$ cat src/rtl/core/ble_pkg.sv
// ----------------------------------------------------------------------------
// ble_pkg
// Shared types and codes for the bounded list engine.
// ----------------------------------------------------------------------------
package ble_pkg;

    // request codes
    localparam logic [2:0] REQ_APPEND  = 3'd0;
    localparam logic [2:0] REQ_FIND    = 3'd1;
    localparam logic [2:0] REQ_REM_VAL = 3'd2;
    localparam logic [2:0] REQ_REM_AT  = 3'd3;
    localparam logic [2:0] REQ_GET     = 3'd4;
    localparam logic [2:0] REQ_INSERT  = 3'd5;
    localparam logic [2:0] REQ_REVERSE = 3'd6;
    localparam logic [2:0] REQ_CLEAR   = 3'd7;

    // cell operation codes
    localparam logic [2:0] CELL_HOLD = 3'd0;
    localparam logic [2:0] CELL_ROT  = 3'd1;
    localparam logic [2:0] CELL_DEL  = 3'd2;
    localparam logic [2:0] CELL_INS  = 3'd3;
    localparam logic [2:0] CELL_APP  = 3'd4;
    localparam logic [2:0] CELL_REV  = 3'd5;

    // target index width, enough for the largest list
    localparam int CTRL_IDX_W = 12;

    typedef struct packed {
        logic [2:0]            mode;
        logic [CTRL_IDX_W-1:0] tgt;
    } cell_ctrl_t;

endpackage

$ cat src/rtl/core/ble_cell.sv
// ----------------------------------------------------------------------------
// ble_cell
// One list slot. Holds a word and takes it from a neighbor, the incoming
// word or the head of the list as the broadcast command says.
// ----------------------------------------------------------------------------
module ble_cell #(
    parameter int W     = 32,
    parameter int INDEX = 0
) (
    input  logic                   clk,
    input  ble_pkg::cell_ctrl_t    ctrl,
    input  logic [W-1:0]           prev_word,
    input  logic [W-1:0]           next_word,
    input  logic [W-1:0]           head_word,
    input  logic [W-1:0]           wr_word,
    output logic [W-1:0]           word
);
    import ble_pkg::*;

    localparam logic [CTRL_IDX_W-1:0] MY_IDX = CTRL_IDX_W'(INDEX);

    logic [W-1:0] data_reg;
    logic [W-1:0] data_next;

    // select the new content of this slot
    always_comb
    begin
        data_next = data_reg;
        case (ctrl.mode)
            CELL_ROT: data_next = next_word;
            CELL_DEL:
            begin
                if (MY_IDX >= ctrl.tgt) data_next = next_word;
            end
            CELL_INS:
            begin
                if (MY_IDX > ctrl.tgt)       data_next = prev_word;
                else if (MY_IDX == ctrl.tgt) data_next = wr_word;
            end
            CELL_APP:
            begin
                if (MY_IDX == ctrl.tgt) data_next = wr_word;
            end
            CELL_REV:
            begin
                if (MY_IDX < ctrl.tgt)       data_next = next_word;
                else if (MY_IDX == ctrl.tgt) data_next = head_word;
            end
            default: data_next = data_reg;
        endcase
    end

    always_ff @(posedge clk)
    begin
        data_reg <= data_next;
    end

    assign word = data_reg;
endmodule

$ cat config.mk
export PLATFORM = sky130hd
export DESIGN_NAME = ble_cell
export DESIGN_NICKNAME = d
export VERILOG_FILES = /design/src/rtl/core/ble_pkg.sv /design/src/rtl/core/ble_cell.sv
export SDC_FILE = /design/constraint.sdc
export NUM_CORES = 1
export LEC_CHECK = 0
export BUFFER_PORTS_ARGS = -buffer_cell sky130_fd_sc_hd__buf_2
export CAP_MARGIN = 40
export CORE_MARGIN = 10
export CORE_UTILIZATION = 41
export DETAILED_ROUTE_END_ITERATION = 10
export PLACE_DENSITY = 0.86
export SLEW_MARGIN = 20
export SYNTH_ARGS = -nofsm -noshare
export SYNTH_HDL_FRONTEND = slang
export SYNTH_SLANG_ARGS = --single-unit
$ cat constraint.sdc
create_clock -name clk -period 5.15 [get_ports clk]
set_input_delay 0.7725 -clock clk [delete_from_list [all_inputs] [get_ports clk]]
set_output_delay 0.7725 -clock clk [all_outputs]
set_load 0.01 [all_outputs]
# [Word-level counts from Yosys, hierarchy flattened]
# Index checks and enable logic that the tools add are counted.
[classes] eq_ne=7 magnitude_cmp=3 n_mux=6 n_reduce_logical=3
[ops] operator="$mux 32" n=5
[ops] operator="$pmux 32 s5" n=1
[ops] operator="$ge 1x12->1 const A" n=1
[ops] operator="$gt 1x12->1 const A" n=1
[ops] operator="$logic_not 12->1" n=1
[ops] operator="$lt 1x12->1 const A" n=1
[ops] operator="$eq 3x2->1 const B" n=2
[ops] operator="$eq 3x3->1 const B" n=2
[ops] operator="$reduce_bool 5->1" n=1
[ops] operator="$eq 3x1->1 const B" n=1
[ops] operator="$ne 3x3->1 const B" n=1
[ops] operator="$reduce_and 3->1" n=1
[ops] operator="$ne 2x2->1 const B" n=1
[word_totals] output_inout_bits=32 regBits=32 in_bits=144 wordCells=20

# [Longest topological paths before layout]
# Gate-level depths: netlist (run 1).
[depth] depth_word=4 ltp_mapped=6 depth_no_buf=4

# [Worst setup path before layout (run 1)]
# Ideal clock, no wire load.
[synth_path] path_kind="in2reg" start="input ctrl[11] (netlist name)" end="register data_reg[0] (netlist: word[0]) (enable)" required_time_ns=4.722 setup_time_ns=0.428 arrival_ns=2.789 slack_ns=1.933 stages=3 n_path_buf=0 path_cell_list="nor4_4 a41oi_1 o21bai_1"
[synth_via] elab_chain_cells=3 word_cells_on_any_way=6 classes_between="order compare (2); eq/ne (2); reduce/logical (2)"
[synth_lines] element="start: declaration" line="ble_cell.sv:11" source="input ble_pkg::cell_ctrl_t ctrl,"
[synth_lines] element="$lt 1x12->1 (tied with other cells)" line="ble_cell.sv:46" source="if (MY_IDX < ctrl.tgt) data_next = next_word;"
[synth_lines] element="$ne 3x3->1 (no line) or $ne 2x2->1 (tied branches)"
[synth_lines] element="$reduce_and 3->1 (no line) *"
[synth_lines] element="end signal: assignment" line="ble_cell.sv:55" source="data_reg <= data_next;"
[synth_lines] element="end: declaration" line="ble_cell.sv:22" source="logic [W-1:0] data_reg;"
# Mark *: on every way between the ends. The rest lies on a longest branch, timed or not.
# A chain may end at the register's enable or synchronous reset.

# [Final worst setup path (run 1)]
[layout_path] start="input ctrl[11] (netlist name)" end="register data_reg[1] (netlist: word[1]), data pin"
[layout_via] elab_chain_cells=4 word_cells_on_any_way=7 classes_between="order compare (2); mux (4); reduce/logical (1)"
[layout_lines] element="branches (longest 3 deep; another with $lt 1x12->1)"
[layout_lines] element="$pmux 32 s5 *" line="ble_cell.sv:29" source="case (ctrl.mode)"
[layout_lines] element="named net data_next[1]" line="ble_cell.sv:23" source="logic [W-1:0] data_next;"
# Mark *: on every way through the listed nets, which the timed path passes.

==> results of run 1 <==
-- power by group through the flow --
stage               Sequential [mW]  Clock [mW]  Combinational [mW]
finish                        0.327       0.177               0.146
global route                  0.331       0.195               0.162
CTS                           0.327       0.184               0.147
detailed placement            0.333           0               0.147
global placement              0.331           0               0.139
floorplan                     0.344           0              0.0519
-- cell type report --
class	instances	area (um2)	area share
Multi-Input combinational cell	144	1020	0.348
Sequential cell	32	961	0.328
Timing Repair Buffer	148	781	0.267
Tap cell	67	83.8	0.0287
Clock buffer	6	72.6	0.0248
Clock inverter	1	5.00	0.00171
Inverter	1	3.75	0.00128
-- synth_stat cells --
master | number | area share
sky130_fd_sc_hd__a21oi_1 | 1 | 0.0025
sky130_fd_sc_hd__a2bb2oi_2 | 1 | 0.0074
sky130_fd_sc_hd__a311o_1 | 1 | 0.0049
sky130_fd_sc_hd__a41oi_1 | 1 | 0.0043
sky130_fd_sc_hd__and3b_1 | 2 | 0.0086
sky130_fd_sc_hd__and4_1 | 1 | 0.0043
sky130_fd_sc_hd__buf_2 | 7 | 0.017
sky130_fd_sc_hd__clkbuf_1 | 9 | 0.017
sky130_fd_sc_hd__edfxtp_1 | 32 | 0.47
sky130_fd_sc_hd__inv_1 | 1 | 0.0018
sky130_fd_sc_hd__mux2_1 | 1 | 0.0055
sky130_fd_sc_hd__mux2i_1 | 31 | 0.15
sky130_fd_sc_hd__nand2_1 | 33 | 0.061
sky130_fd_sc_hd__nand3_1 | 31 | 0.076
sky130_fd_sc_hd__nand3_2 | 1 | 0.0049
sky130_fd_sc_hd__nand4_1 | 1 | 0.0031
sky130_fd_sc_hd__nand4b_1 | 1 | 0.0043
sky130_fd_sc_hd__nor2b_1 | 1 | 0.0031
sky130_fd_sc_hd__nor4_1 | 2 | 0.0062
sky130_fd_sc_hd__nor4_2 | 2 | 0.012
sky130_fd_sc_hd__nor4_4 | 1 | 0.010
sky130_fd_sc_hd__o211ai_1 | 31 | 0.11
sky130_fd_sc_hd__o21bai_1 | 1 | 0.0037
-- cells by family after synthesis --
kind of cell,count (synthesis)
DFF,32
AOI/OAI and AO/OA,36
muxes,32
and+or+nand+nor,76
buffers and inverters,17
-- metrics by stage --
stage | setup WS, ns | instance area, um2
floorplan | 1.93 | 2030
finish | 2.49 | 2930
global route | 2.31 | 2930
global placement | 2.20 | 2810
CTS | 2.49 | 2930
detailed placement | 2.19 | 2850
-- cell usage in the layout (no fill, tap or decap), drive strengths merged, types with 2 or more instances in the layout --
master,Yosys,routed
mux2i,31,31
o211ai,31,31
clkbuf,9,6
edfxtp,32,32
and3b,2,2
nor4,5,5
nand3,32,32
buf,7,148
nand2,33,33
-- path summary, 6_finish.rpt --
check	start	end	slack [ns]	cells past startpoint
hold / removal	word[0]$_DFFE_PP_	word[0]$_DFFE_PP_	0.67	2
hold reg to reg	word[0]$_DFFE_PP_	word[0]$_DFFE_PP_	0.67	2
setup reg to reg	word[1]$_DFFE_PP_	word[1]$_DFFE_PP_	4.04	2
setup / recovery	ctrl[11]	word[1]$_DFFE_PP_	2.49	6
-- worst max-delay path: stages --
cell	delay, ns
sky130_fd_sc_hd__buf_2	0.11
sky130_fd_sc_hd__nor4_4	0.36
sky130_fd_sc_hd__nand3_2	0.50
sky130_fd_sc_hd__buf_4	0.44
sky130_fd_sc_hd__and3b_1	0.20
sky130_fd_sc_hd__a311o_1	0.30
-- metal layers --
layer  global-route usage  routed length, um
met3               0.0640                536
met4               0.0358                 77
met2                0.277               3200
met5                    0                  0
met1                0.176               2810
==> run summary, run 1 <==
The flow ran to the end, and the final reports show no timing, DRC or antenna violations. The switching fraction of total power works out to 0.258. The clock-pin transition on the worst setup and hold timing paths was 0.06 ns; the count of pins over their slew limit was 0. The via count of the first global-routing pass was 2,269; the width of the die was 90.4 um. The first global-routing pass estimated 10,900 um of wire. The logs give 0 for the detailed-route DRC error count and 147 uV for the maximum vdd ir drop. The logs give 0.473 for the proportion of synthesized chip area in sequential cells and 2 for the total number of H-tree levels. The average instance in the mapped netlist occupies 10.5 um2.

The clock sink total came out at 32. The number of flip-flops and latches in the synthesized netlist works out to 32. The repair_antennas step left the layout with diodes totalling 0. TritonCTS built the clock tree. The tools report the sum of net half-perimeters after detailed placement as 5300 um.

The tools report the count of hold-fix buffers inserted at cts as 0. The proportion of layout cells with a drive suffix above 1 is 0.482. The worst min-delay path class was flip-flop to flip-flop. Flip-flop count of the largest register, all copies and words added: 32. Root buffer cell: sky130_fd_sc_hd__clkbuf_8. The worst setup path is captured at a flip-flop.

The worst-case headroom to the max-slew limit is 0.591, and the routed via count divided by cell count is 5.15. Arrival time of data at the critical path endpoint: 2.69 ns. The post-synthesis mux area share works out to 0.158. The routed layout has 2,054 vias.

The floorplan has 25 rows. The tools report the type of origin of the critical path as an input port. The vertical die dimension is 90.4 um. Along the worst path, the maximum fanout reaches 18. The logs give 0 for the initial antenna violation count and 416 for the number of fillers in the final layout. The part of the total power dissipated in combinational logic was 0.224; the cell-internal power was 0.483 mW. Before antenna repair, the detailed router went through 4 iterations. The share of total power in sequential cells is 0.504.

Cell area power density: 222 nW/um2. The ratio of final minimum period to clock period is 0.517, and the part of the power in the clock network is 0.272. For this block, the initial DRC count from the detailed router was 82. The congestion estimate from routability-driven global placement came to 0.773. The run gives 0 as the post-CTS setup repair buffer count. Summed over all layers, the global routing overflow is 0. The starting density of the core is 0.427, and the largest net degree at the start of global routing is 65.

Buffers inserted during clock tree synthesis total 5. The buffer levels on the longest clock path came out at 2. The tools report the largest clock skew in the final design as 0 ns. Setup violations remaining at the end of the flow were counted as 0.

The area fraction in compound gates after synthesis works out to 0.137. At the later pin of the worst-skew pair, clock insertion delay measures 0.28 ns. The simple-gate area share of the yosys netlist was 0.195; the final net count was 476.

The floorplan step defined a die boundary enclosing 8160 um2. The switching power total was 0.167 mW. The critical path is of the input port to flip-flop type. After synthesis, the largest family of logic cells by area is simple AND/OR/NAND/NOR gates.

The routed design has 6630 um of wire. The arithmetic-cell share of the synthesized area counting full adders, half adders and majority gates is 0. After detailed routing, the average wire length per cell comes to 16.6 um.

The area of the placeable core was 4750 um2. The number of nets still failing antenna checks after routing came out at 0. The logs give 392 for the number of placed instances with taps included and 5.18 ns for the required arrival time at the worst endpoint. The power after layout was 0.650 mW; the number of instances in the synthesized netlist was 193. The logs give 1.47 nW for the leakage power total and 0.615 for the core occupancy in the finished layout.

The netlist uses 23 different library cells. The fraction of synthesized cell area in xor and xnor cells works out to 0. The Yosys step of the flow raised 0 warnings. Synthesis produced a netlist with a net count of 337. In the final timing run, aggregate negative setup slack is 0 ns. For the maximum frequency from static timing analysis, the log shows 0.376 GHz. Across the run, the number of max-cap violations was 0. Compared with the post-synthesis result, the final layout area differs by 44.1%. The quantity of gates resized following cts is 0. The slew at the pin closest to its max-slew limit works out to 0.613 ns. The logs give 0 for the hold violation count in the final report and 2030 um2 for the area of the mapped netlist.

Setup repair after global routing left no endpoint under its margin. The global-route usage over all layers came out at 0.158. Leaving out filler cells and counting taps, the final layout contains 399. The smallest clock period supported by the final layout is computed as 2.66 ns. The final-layout worst hold slack is 0.669 ns, and the number of buffer cells added on primary ports is 143. The I/O pin total is 176.
(Power assumes the default switching activity.)
==> inputs of run 2 (changes only) <==
--- a/config.mk
+++ b/config.mk
@@ -8,9 +8,9 @@
 export BUFFER_PORTS_ARGS = -buffer_cell sky130_fd_sc_hd__buf_2
 export CAP_MARGIN = 40
 export CORE_MARGIN = 10
-export CORE_UTILIZATION = 41
+export CORE_UTILIZATION = 35
 export DETAILED_ROUTE_END_ITERATION = 10
-export PLACE_DENSITY = 0.86
+export PLACE_DENSITY = 0.78
 export SLEW_MARGIN = 20
 export SYNTH_ARGS = -nofsm -noshare
 export SYNTH_HDL_FRONTEND = slang
==> constraint.sdc (replaced) <==
create_clock -name clk -period 2.3 [get_ports clk]
set_input_delay 0.345 -clock clk [delete_from_list [all_inputs] [get_ports clk]]
set_output_delay 0.345 -clock clk [all_outputs]
set_load 0.01 [all_outputs]
==> run summary, run 2 (same netlist as run 1, synthesis figures left out) <==
The run finished with clean final reports. The type of origin of the critical path is an input port (unchanged). The share of total power in sequential cells is 0.504 (about the same), and the required arrival time at the worst endpoint is 2.30 ns (was 5.18 ns). The run gives 1.45 mW (was 0.650 mW) as the power after layout. The count of pins over their slew limit was 0 (unchanged). Peak fanout along the critical path: 15 (was 18). The tools report the total number of H-tree levels as 2 (unchanged). The shortest period the worst path allows was 1.62 ns; the clock-pin transition on the worst setup and hold timing paths was 0.07 ns (was 0.06 ns).

The via count of the first global-routing pass was 2,152 (was 2,269). The synthesis-to-layout area growth came out at 45.2% (was 44.1%). The tools report the initial antenna violation count as 0 (unchanged).

Slew at the pin closest to its max-slew limit: 0.407 ns (was 0.613 ns). The post-place setup slack was 0.390 ns (was 2.19 ns). TritonCTS built the clock tree.

The run gives 229 uV (was 147 uV) as the maximum vdd ir drop. Total cell area at the placement stage: 2870 um2 (was 2850 um2). Top library cells by usage in the layout, fill and taps aside: 143 x sky130_fd_sc_hd__buf_2, 33 x sky130_fd_sc_hd__nand2_1, 32 x sky130_fd_sc_hd__edfxtp_1 (unchanged).

Width of the die: 96.1 um (was 90.4 um). The proportion of layout cells with a drive suffix above 1 came out at 0.488 (was 0.482). The worst min-delay path class was input port to flip-flop (was flip-flop to flip-flop). The arrival time of data at the critical path endpoint came out at 1.62 ns (was 2.69 ns).

The hold violation count in the final report was 0 (unchanged); the post-detailed-route wirelength per cell was 16.9 um (was 16.6 um). The cell-internal power was 1.08 mW (was 0.483 mW); the worst-case headroom to the max-slew limit was 0.728 (was 0.591). The biggest cell delay along the critical path is 0.39 ns (was 0.50 ns), and the core occupancy in the finished layout is 0.529 (was 0.615). The logs give 0.225 (was 0.224) for the part of the total power dissipated in combinational logic and 0 (unchanged) for the detailed-route DRC error count. The starting density of the core was 0.364 (was 0.427).

The final cell count without fillers is 408 (was 399). The worst-path cell with the longest stage delay was sky130_fd_sc_hd__nor2b_1 (was sky130_fd_sc_hd__nand3_2). The switching fraction of total power was 0.256 (was 0.258).

Total of endpoints with negative setup slack in the final report: 0 (unchanged). The number of buffer cells added on primary ports is 143 (unchanged), and the number of iterations in the first detailed-routing pass is 4 (unchanged). The tools report the number of nets still failing antenna checks after routing as 0 (unchanged).

The routed via count divided by cell count is 5.13 (was 5.15). Classification of the worst setup path: input port to flip-flop (unchanged). The part of the power in the clock network is 0.271 (was 0.272). The critical path capture point type was a flip-flop (unchanged). The tools report the final-layout worst hold slack as 0.368 ns (was 0.669 ns).

The antenna diode count came out at 0 (unchanged). The logs give 0 (unchanged) for the count of hold-fix buffers inserted at cts and 0 (unchanged) for the overall overflow remaining after global route. The final wirelength is 6900 um (was 6630 um), and the max-capacitance violation count is 0 (unchanged). For the post-layout worst setup margin, the log shows 0.682 ns (was 2.49 ns). Most common library cell in the layout ignoring fill and taps: sky130_fd_sc_hd__buf_2 (unchanged). The tools report the quantity of gates resized following cts as 0 (unchanged). Setup repair after global routing left no endpoint under its margin. The final net count came out at 480 (was 476).

The flip-flop count of the largest register, all copies and words added was 32 (unchanged); the maximum frequency from static timing analysis was 0.618 GHz. The total clock buffers created by CTS came out at 5 (unchanged). The logs give 0.372 mW (was 0.167 mW) for the switching power total and 56 (was 82) for the starting DRC count in detailed routing.

Largest clock skew in the final design: 0 ns (unchanged). The run gives 2 (unchanged) as the buffer levels on the longest clock path. The number of rows in the core area came out at 27 (was 25). Leakage power total: 1.48 nW (was 1.47 nW). Final instance area: 2950 um2 (was 2930 um2). The cell area power density was 493 nW/um2 (was 222 nW/um2); the area of the placeable core was 5570 um2 (was 4750 um2). For the global-route wire length before repair, the log shows 10,400 um (was 10,900 um).

The clock insertion delay at the later pin of the skew report came out at 0.27 ns (was 0.28 ns). Root buffer cell: sky130_fd_sc_hd__clkbuf_8 (unchanged). The I/O pin total is 176 (unchanged).

The ratio of final minimum period to clock period is 0.703. The number of placed instances with taps included is 401 (was 392). The placer congestion estimate came out at 0.794 (was 0.773). Series of cell instances along the critical path: buf_2 > nor2b_1 > nand4_1 > buf_4 > nand3_1 > o211ai_1 (was buf_2 > nor4_4 > nand3_2 > buf_4 > and3b_1 > a311o_1).

The tools report the floorplan die area as 9240 um2 (was 8160 um2). The post-CTS setup repair buffer count was 0 (unchanged). The logs give 0.139 (was 0.158) for the global-route usage over all layers and 32 (unchanged) for the clock sink total. The vertical die dimension came out at 96.1 um (was 90.4 um). The logs give 33 (was 65) for the largest net degree at the start of global routing and 0 ns (unchanged) for the setup TNS. The via count is 2,092 (was 2,054).

Sum of net half-perimeters after detailed placement: 5500 um (was 5300 um).
==> run 2: cell types whose count changed in the layout (fill, tap and decap cells not counted) <==
| cell | previous run | this run |
|---|---|---|
| sky130_fd_sc_hd__buf_16 | 1 | 0 |
| sky130_fd_sc_hd__buf_8 | 1 | 0 |
| sky130_fd_sc_hd__buf_4 | 3 | 8 |
| sky130_fd_sc_hd__buf_12 | 0 | 1 |
==> run 2: metal layers <==
metal / GRT usage / part of all wire / up-vias / wire, um
li1: - / - / 1037 / -
met1: 0.166 / 0.40 / 953 / 2730
met2: 0.236 / 0.49 / 96 / 3380
met3: 0.0420 / 0.11 / 6 / 725
met4: 0.0418 / 0.0084 / 0 / 58
met5: 0 / 0 / - / 0
==> run 2: final timing paths <==
kind,from,to,slack (ns),cells past startpoint
min reg2reg,word[0]$_DFFE_PP_,word[0]$_DFFE_PP_,0.67,2
min,head_word[8],word[8]$_DFFE_PP_,0.37,3
max reg2reg,word[1]$_DFFE_PP_,word[1]$_DFFE_PP_,1.16,2
max,ctrl[14],word[19]$_DFFE_PP_,0.68,6
==> run 2: power groups by stage <==
stage / Combinational (mW) / Clock (mW) / Sequential, mW
floorplan: 0.117 / 0 / 0.770
global placement: 0.321 / 0 / 0.741
detailed placement: 0.330 / 0 / 0.744
CTS: 0.331 / 0.414 / 0.733
global route: 0.361 / 0.436 / 0.738
finish: 0.326 / 0.393 / 0.732
==> run 2: final cells by class <==
cell class,count,area [um2]
fill,513,2630
timing repair buffer,152,796
multi-input combinational,144,1020
clock inverter,1,5.00
inverter,1,3.75
tap,72,90.1
sequential,32,961
clock buffer,6,72.6
==> run 2: worst max-delay path: cells and delay by family <==
| family | cells | cell delay, ns |
|---|---|---|
| buffers and inverters | 2 | 0.43 |
| and+or+nand+nor | 3 | 0.74 |
| AOI/OAI and AO/OA | 1 | 0.10 |
==> inputs of run 3 (changes only) <==
--- a/config.mk
+++ b/config.mk
@@ -8,9 +8,9 @@
 export BUFFER_PORTS_ARGS = -buffer_cell sky130_fd_sc_hd__buf_2
 export CAP_MARGIN = 40
 export CORE_MARGIN = 10
-export CORE_UTILIZATION = 35
+export CORE_UTILIZATION = 38
 export DETAILED_ROUTE_END_ITERATION = 10
-export PLACE_DENSITY = 0.78
+export PLACE_DENSITY = 0.8
 export SLEW_MARGIN = 20
 export SYNTH_ARGS = -nofsm -noshare
 export SYNTH_HDL_FRONTEND = slang
==> constraint.sdc (replaced) <==
create_clock -name clk -period 1.6 [get_ports clk]
set_input_delay 0.24 -clock clk [delete_from_list [all_inputs] [get_ports clk]]
set_output_delay 0.24 -clock clk [all_outputs]
set_load 0.01 [all_outputs]
==> run summary, run 3 (same netlist as run 1, synthesis figures left out) <==
The flow ran to the end, and the final reports show no timing, DRC or antenna violations. The clock-pin transition on the worst setup and hold timing paths was 0.07 ns (about the same); the part of the power in the clock network was 0.283 (was 0.271). TritonCTS built the clock tree. The overall overflow remaining after global route was 0 (unchanged). The tools report the type of origin of the critical path as an input port (unchanged). For the detailed-route DRC error count, the log shows 0 (unchanged).

The run gives 5 (unchanged) as the total clock buffers created by CTS. The count of pins over their slew limit is 0 (unchanged), and the required arrival time at the worst endpoint is 1.59 ns (was 2.30 ns). The run gives 11,500 um (was 10,400 um) as the global-route wire length before repair. The final wirelength came out at 7030 um (was 6900 um).

The synthesis-to-layout area growth is 50.4% (was 45.2%), and the cell-internal power is 1.58 mW (was 1.08 mW). The run gives 1.52 nW (was 1.48 nW) as the leakage power total. Post-CTS setup repair buffer count: 0 (unchanged). The logs give 0.261 ns (was 0.368 ns) for the final-layout worst hold slack and 8660 um2 (was 9240 um2) for the floorplan die area. The clock insertion delay at the later pin of the skew report was 0.28 ns (was 0.27 ns); the flip-flop count of the largest register, all copies and words added was 32 (unchanged).

Top library cells by usage in the layout, fill and taps aside: 143 x sky130_fd_sc_hd__buf_2, 33 x sky130_fd_sc_hd__nand2_1, 32 x sky130_fd_sc_hd__edfxtp_1 (unchanged). The width of the die came out at 93.1 um (was 96.1 um). The cell class contributing the biggest share of worst-path delay was buffers and inverters (was simple AND/OR/NAND/NOR gates). The part of the total power dissipated in combinational logic was 0.229 (was 0.225); the buffer levels on the longest clock path was 2 (unchanged). For the area of the multi-input gates, the log shows 1040 um2 (was 1020 um2). The number of rows in the core area came out at 26 (was 27). The run gives 31 (was 33) as the largest net degree at the start of global routing.

The vertical die dimension came out at 93.1 um (was 96.1 um). For the I/O pin total, the log shows 176 (unchanged). The number of buffer cells added on primary ports is 143 (unchanged), and the setup slack of the most critical reg-to-reg path is 0.47 ns (was 1.16 ns). Maximum vdd ir drop: 461 uV (was 229 uV). The switching fraction of total power came out at 0.271 (was 0.256).

Hold violation count in the final report: 0 (unchanged). Setup repair after global routing left no endpoint under its margin. The count of hold-fix buffers inserted at cts was 0 (unchanged). The slew at the pin closest to its max-slew limit came out at 0.379 ns (was 0.407 ns). The placer congestion estimate came out at 0.764 (was 0.794).

Antenna diode count: 0 (unchanged). Critical path capture point type: a flip-flop (unchanged). The core occupancy in the finished layout is 0.594 (was 0.529), and the proportion of layout cells with a drive suffix above 1 is 0.504 (was 0.488). The sum of net half-perimeters after detailed placement is 5690 um (was 5500 um), and the via count is 2,120 (was 2,092). The tools report the sequential cell area in the final layout as 961 um2 (unchanged). The tools report the initial antenna violation count as 0 (unchanged). The switching power total was 0.587 mW (was 0.372 mW).

Worst min-delay path class: input port to flip-flop (unchanged). The routed via count divided by cell count is 5.11 (was 5.13). The starting DRC count in detailed routing was 69 (was 56). The cell area power density was 709 nW/um2 (was 493 nW/um2); the post-detailed-route wirelength per cell was 16.9 um (about the same). For the share of total power in sequential cells, the log shows 0.488 (was 0.504). The most common library cell in the layout ignoring fill and taps was sky130_fd_sc_hd__buf_2 (unchanged). The run gives 0 (unchanged) as the total of endpoints with negative setup slack in the final report. The run gives 0.714 GHz as the maximum frequency from static timing analysis. The worst-path cell with the longest stage delay is sky130_fd_sc_hd__nor4_4 (was sky130_fd_sc_hd__nor2b_1). The worst path in the final design needs a cycle of 1.40 ns, including I/O delays and setup. The peak fanout along the critical path is 17 (was 15). The tools report the number of fillers in the final layout as 446 (was 513).

The max-capacitance violation count came out at 0 (unchanged). The clock sink total is 32 (unchanged), and the total number of H-tree levels is 2 (unchanged). Classification of the worst setup path: input port to flip-flop (unchanged). The total buffers and inverters traversed by the critical path is 3 (was 2). Series of cell instances along the critical path: buf_2 > nor4_4 > buf_4 > a41oi_2 > o21bai_4 > buf_12 (was buf_2 > nor2b_1 > nand4_1 > buf_4 > nand3_1 > o211ai_1).

The ratio of final minimum period to clock period works out to 0.875. The tools report the root buffer cell as sky130_fd_sc_hd__clkbuf_8 (unchanged). For the quantity of gates resized following cts, the log shows 0 (unchanged).

The final net count came out at 488 (was 480). The area of the placeable core is 5140 um2 (was 5570 um2), and the largest clock skew in the final design is 0 ns (unchanged). For the starting density of the core, the log shows 0.395 (was 0.364). Arrival time of data at the critical path endpoint: 1.39 ns (was 1.62 ns). The global-route usage over all layers is 0.160 (was 0.139), and the biggest cell delay along the critical path is 0.32 ns (was 0.39 ns). Number of nets still failing antenna checks after routing: 0 (unchanged). The worst-case headroom to the max-slew limit came out at 0.747 (was 0.728). For the via count of the first global-routing pass, the log shows 2,439 (was 2,152). The power after layout is 2.16 mW (was 1.45 mW). The number of iterations in the first detailed-routing pass came out at 4 (unchanged).
[run 3: changes by cell type in the layout (fill, tap and decap cells not counted), sizes merged]
cell and delta:
buf +8, clkbuf -1, clkinvlp +2
[run 3: area by class of cell]
type,count,area share
clock buffers,5,0.0226
repair buffers,160,0.285
well taps,70,0.0287
inverters,1,0.00123
clock inverters,3,0.00615
multi-input cells,144,0.342
flip-flops and latches,32,0.315
[run 3: worst paths after layout]
check / start / endpoint / cells after the start
setup / recovery: ctrl[2] / word[27]$_DFFE_PP_ / 6
hold / removal: head_word[8] / word[8]$_DFFE_PP_ / 3
setup reg to reg: word[1]$_DFFE_PP_ / word[1]$_DFFE_PP_ / 2
hold reg to reg: word[12]$_DFFE_PP_ / word[12]$_DFFE_PP_ / 2
[run 3: power groups by stage]
| stage | combinational, mW | clock [mW] | sequential [mW] |
|---|---|---|---|
| CTS | 0.502 | 0.633 | 1.06 |
| floorplan | 0.172 | 0 | 1.11 |
| finish | 0.495 | 0.612 | 1.06 |
| global route | 0.548 | 0.668 | 1.07 |
| global placement | 0.486 | 0 | 1.07 |
| detailed placement | 0.502 | 0 | 1.07 |
[run 3: metrics by stage]
step                cell area [um2]  worst slack [ns]  cells  TNS [ns]
detailed placement             2960            -0.123    407     -5.18
finish                         3050             0.200    415         0
global route                   3050            0.0471    415         0
global placement               2960           -0.0718    407     -2.92
floorplan                      2070            -0.112    193     -3.59
CTS                            3050             0.205    415         0
[run 3: worst register-to-register path, cell delays in order (launching register included)]
cell and delay, ns:
sky130_fd_sc_hd__edfxtp_1 0.39, sky130_fd_sc_hd__and3b_1 0.19, sky130_fd_sc_hd__a311o_1 0.30
[run 3: routing by layer]
metal / share of wire / track usage / up-vias / wire length (um)
met5: 0 / 0 / - / 0
met4: 0.0043 / 0.0321 / 0 / 30
met3: 0.080 / 0.0600 / 2 / 562
met2: 0.53 / 0.290 / 90 / 3700
met1: 0.39 / 0.173 / 976 / 2740
li1: - / - / 1052 / -
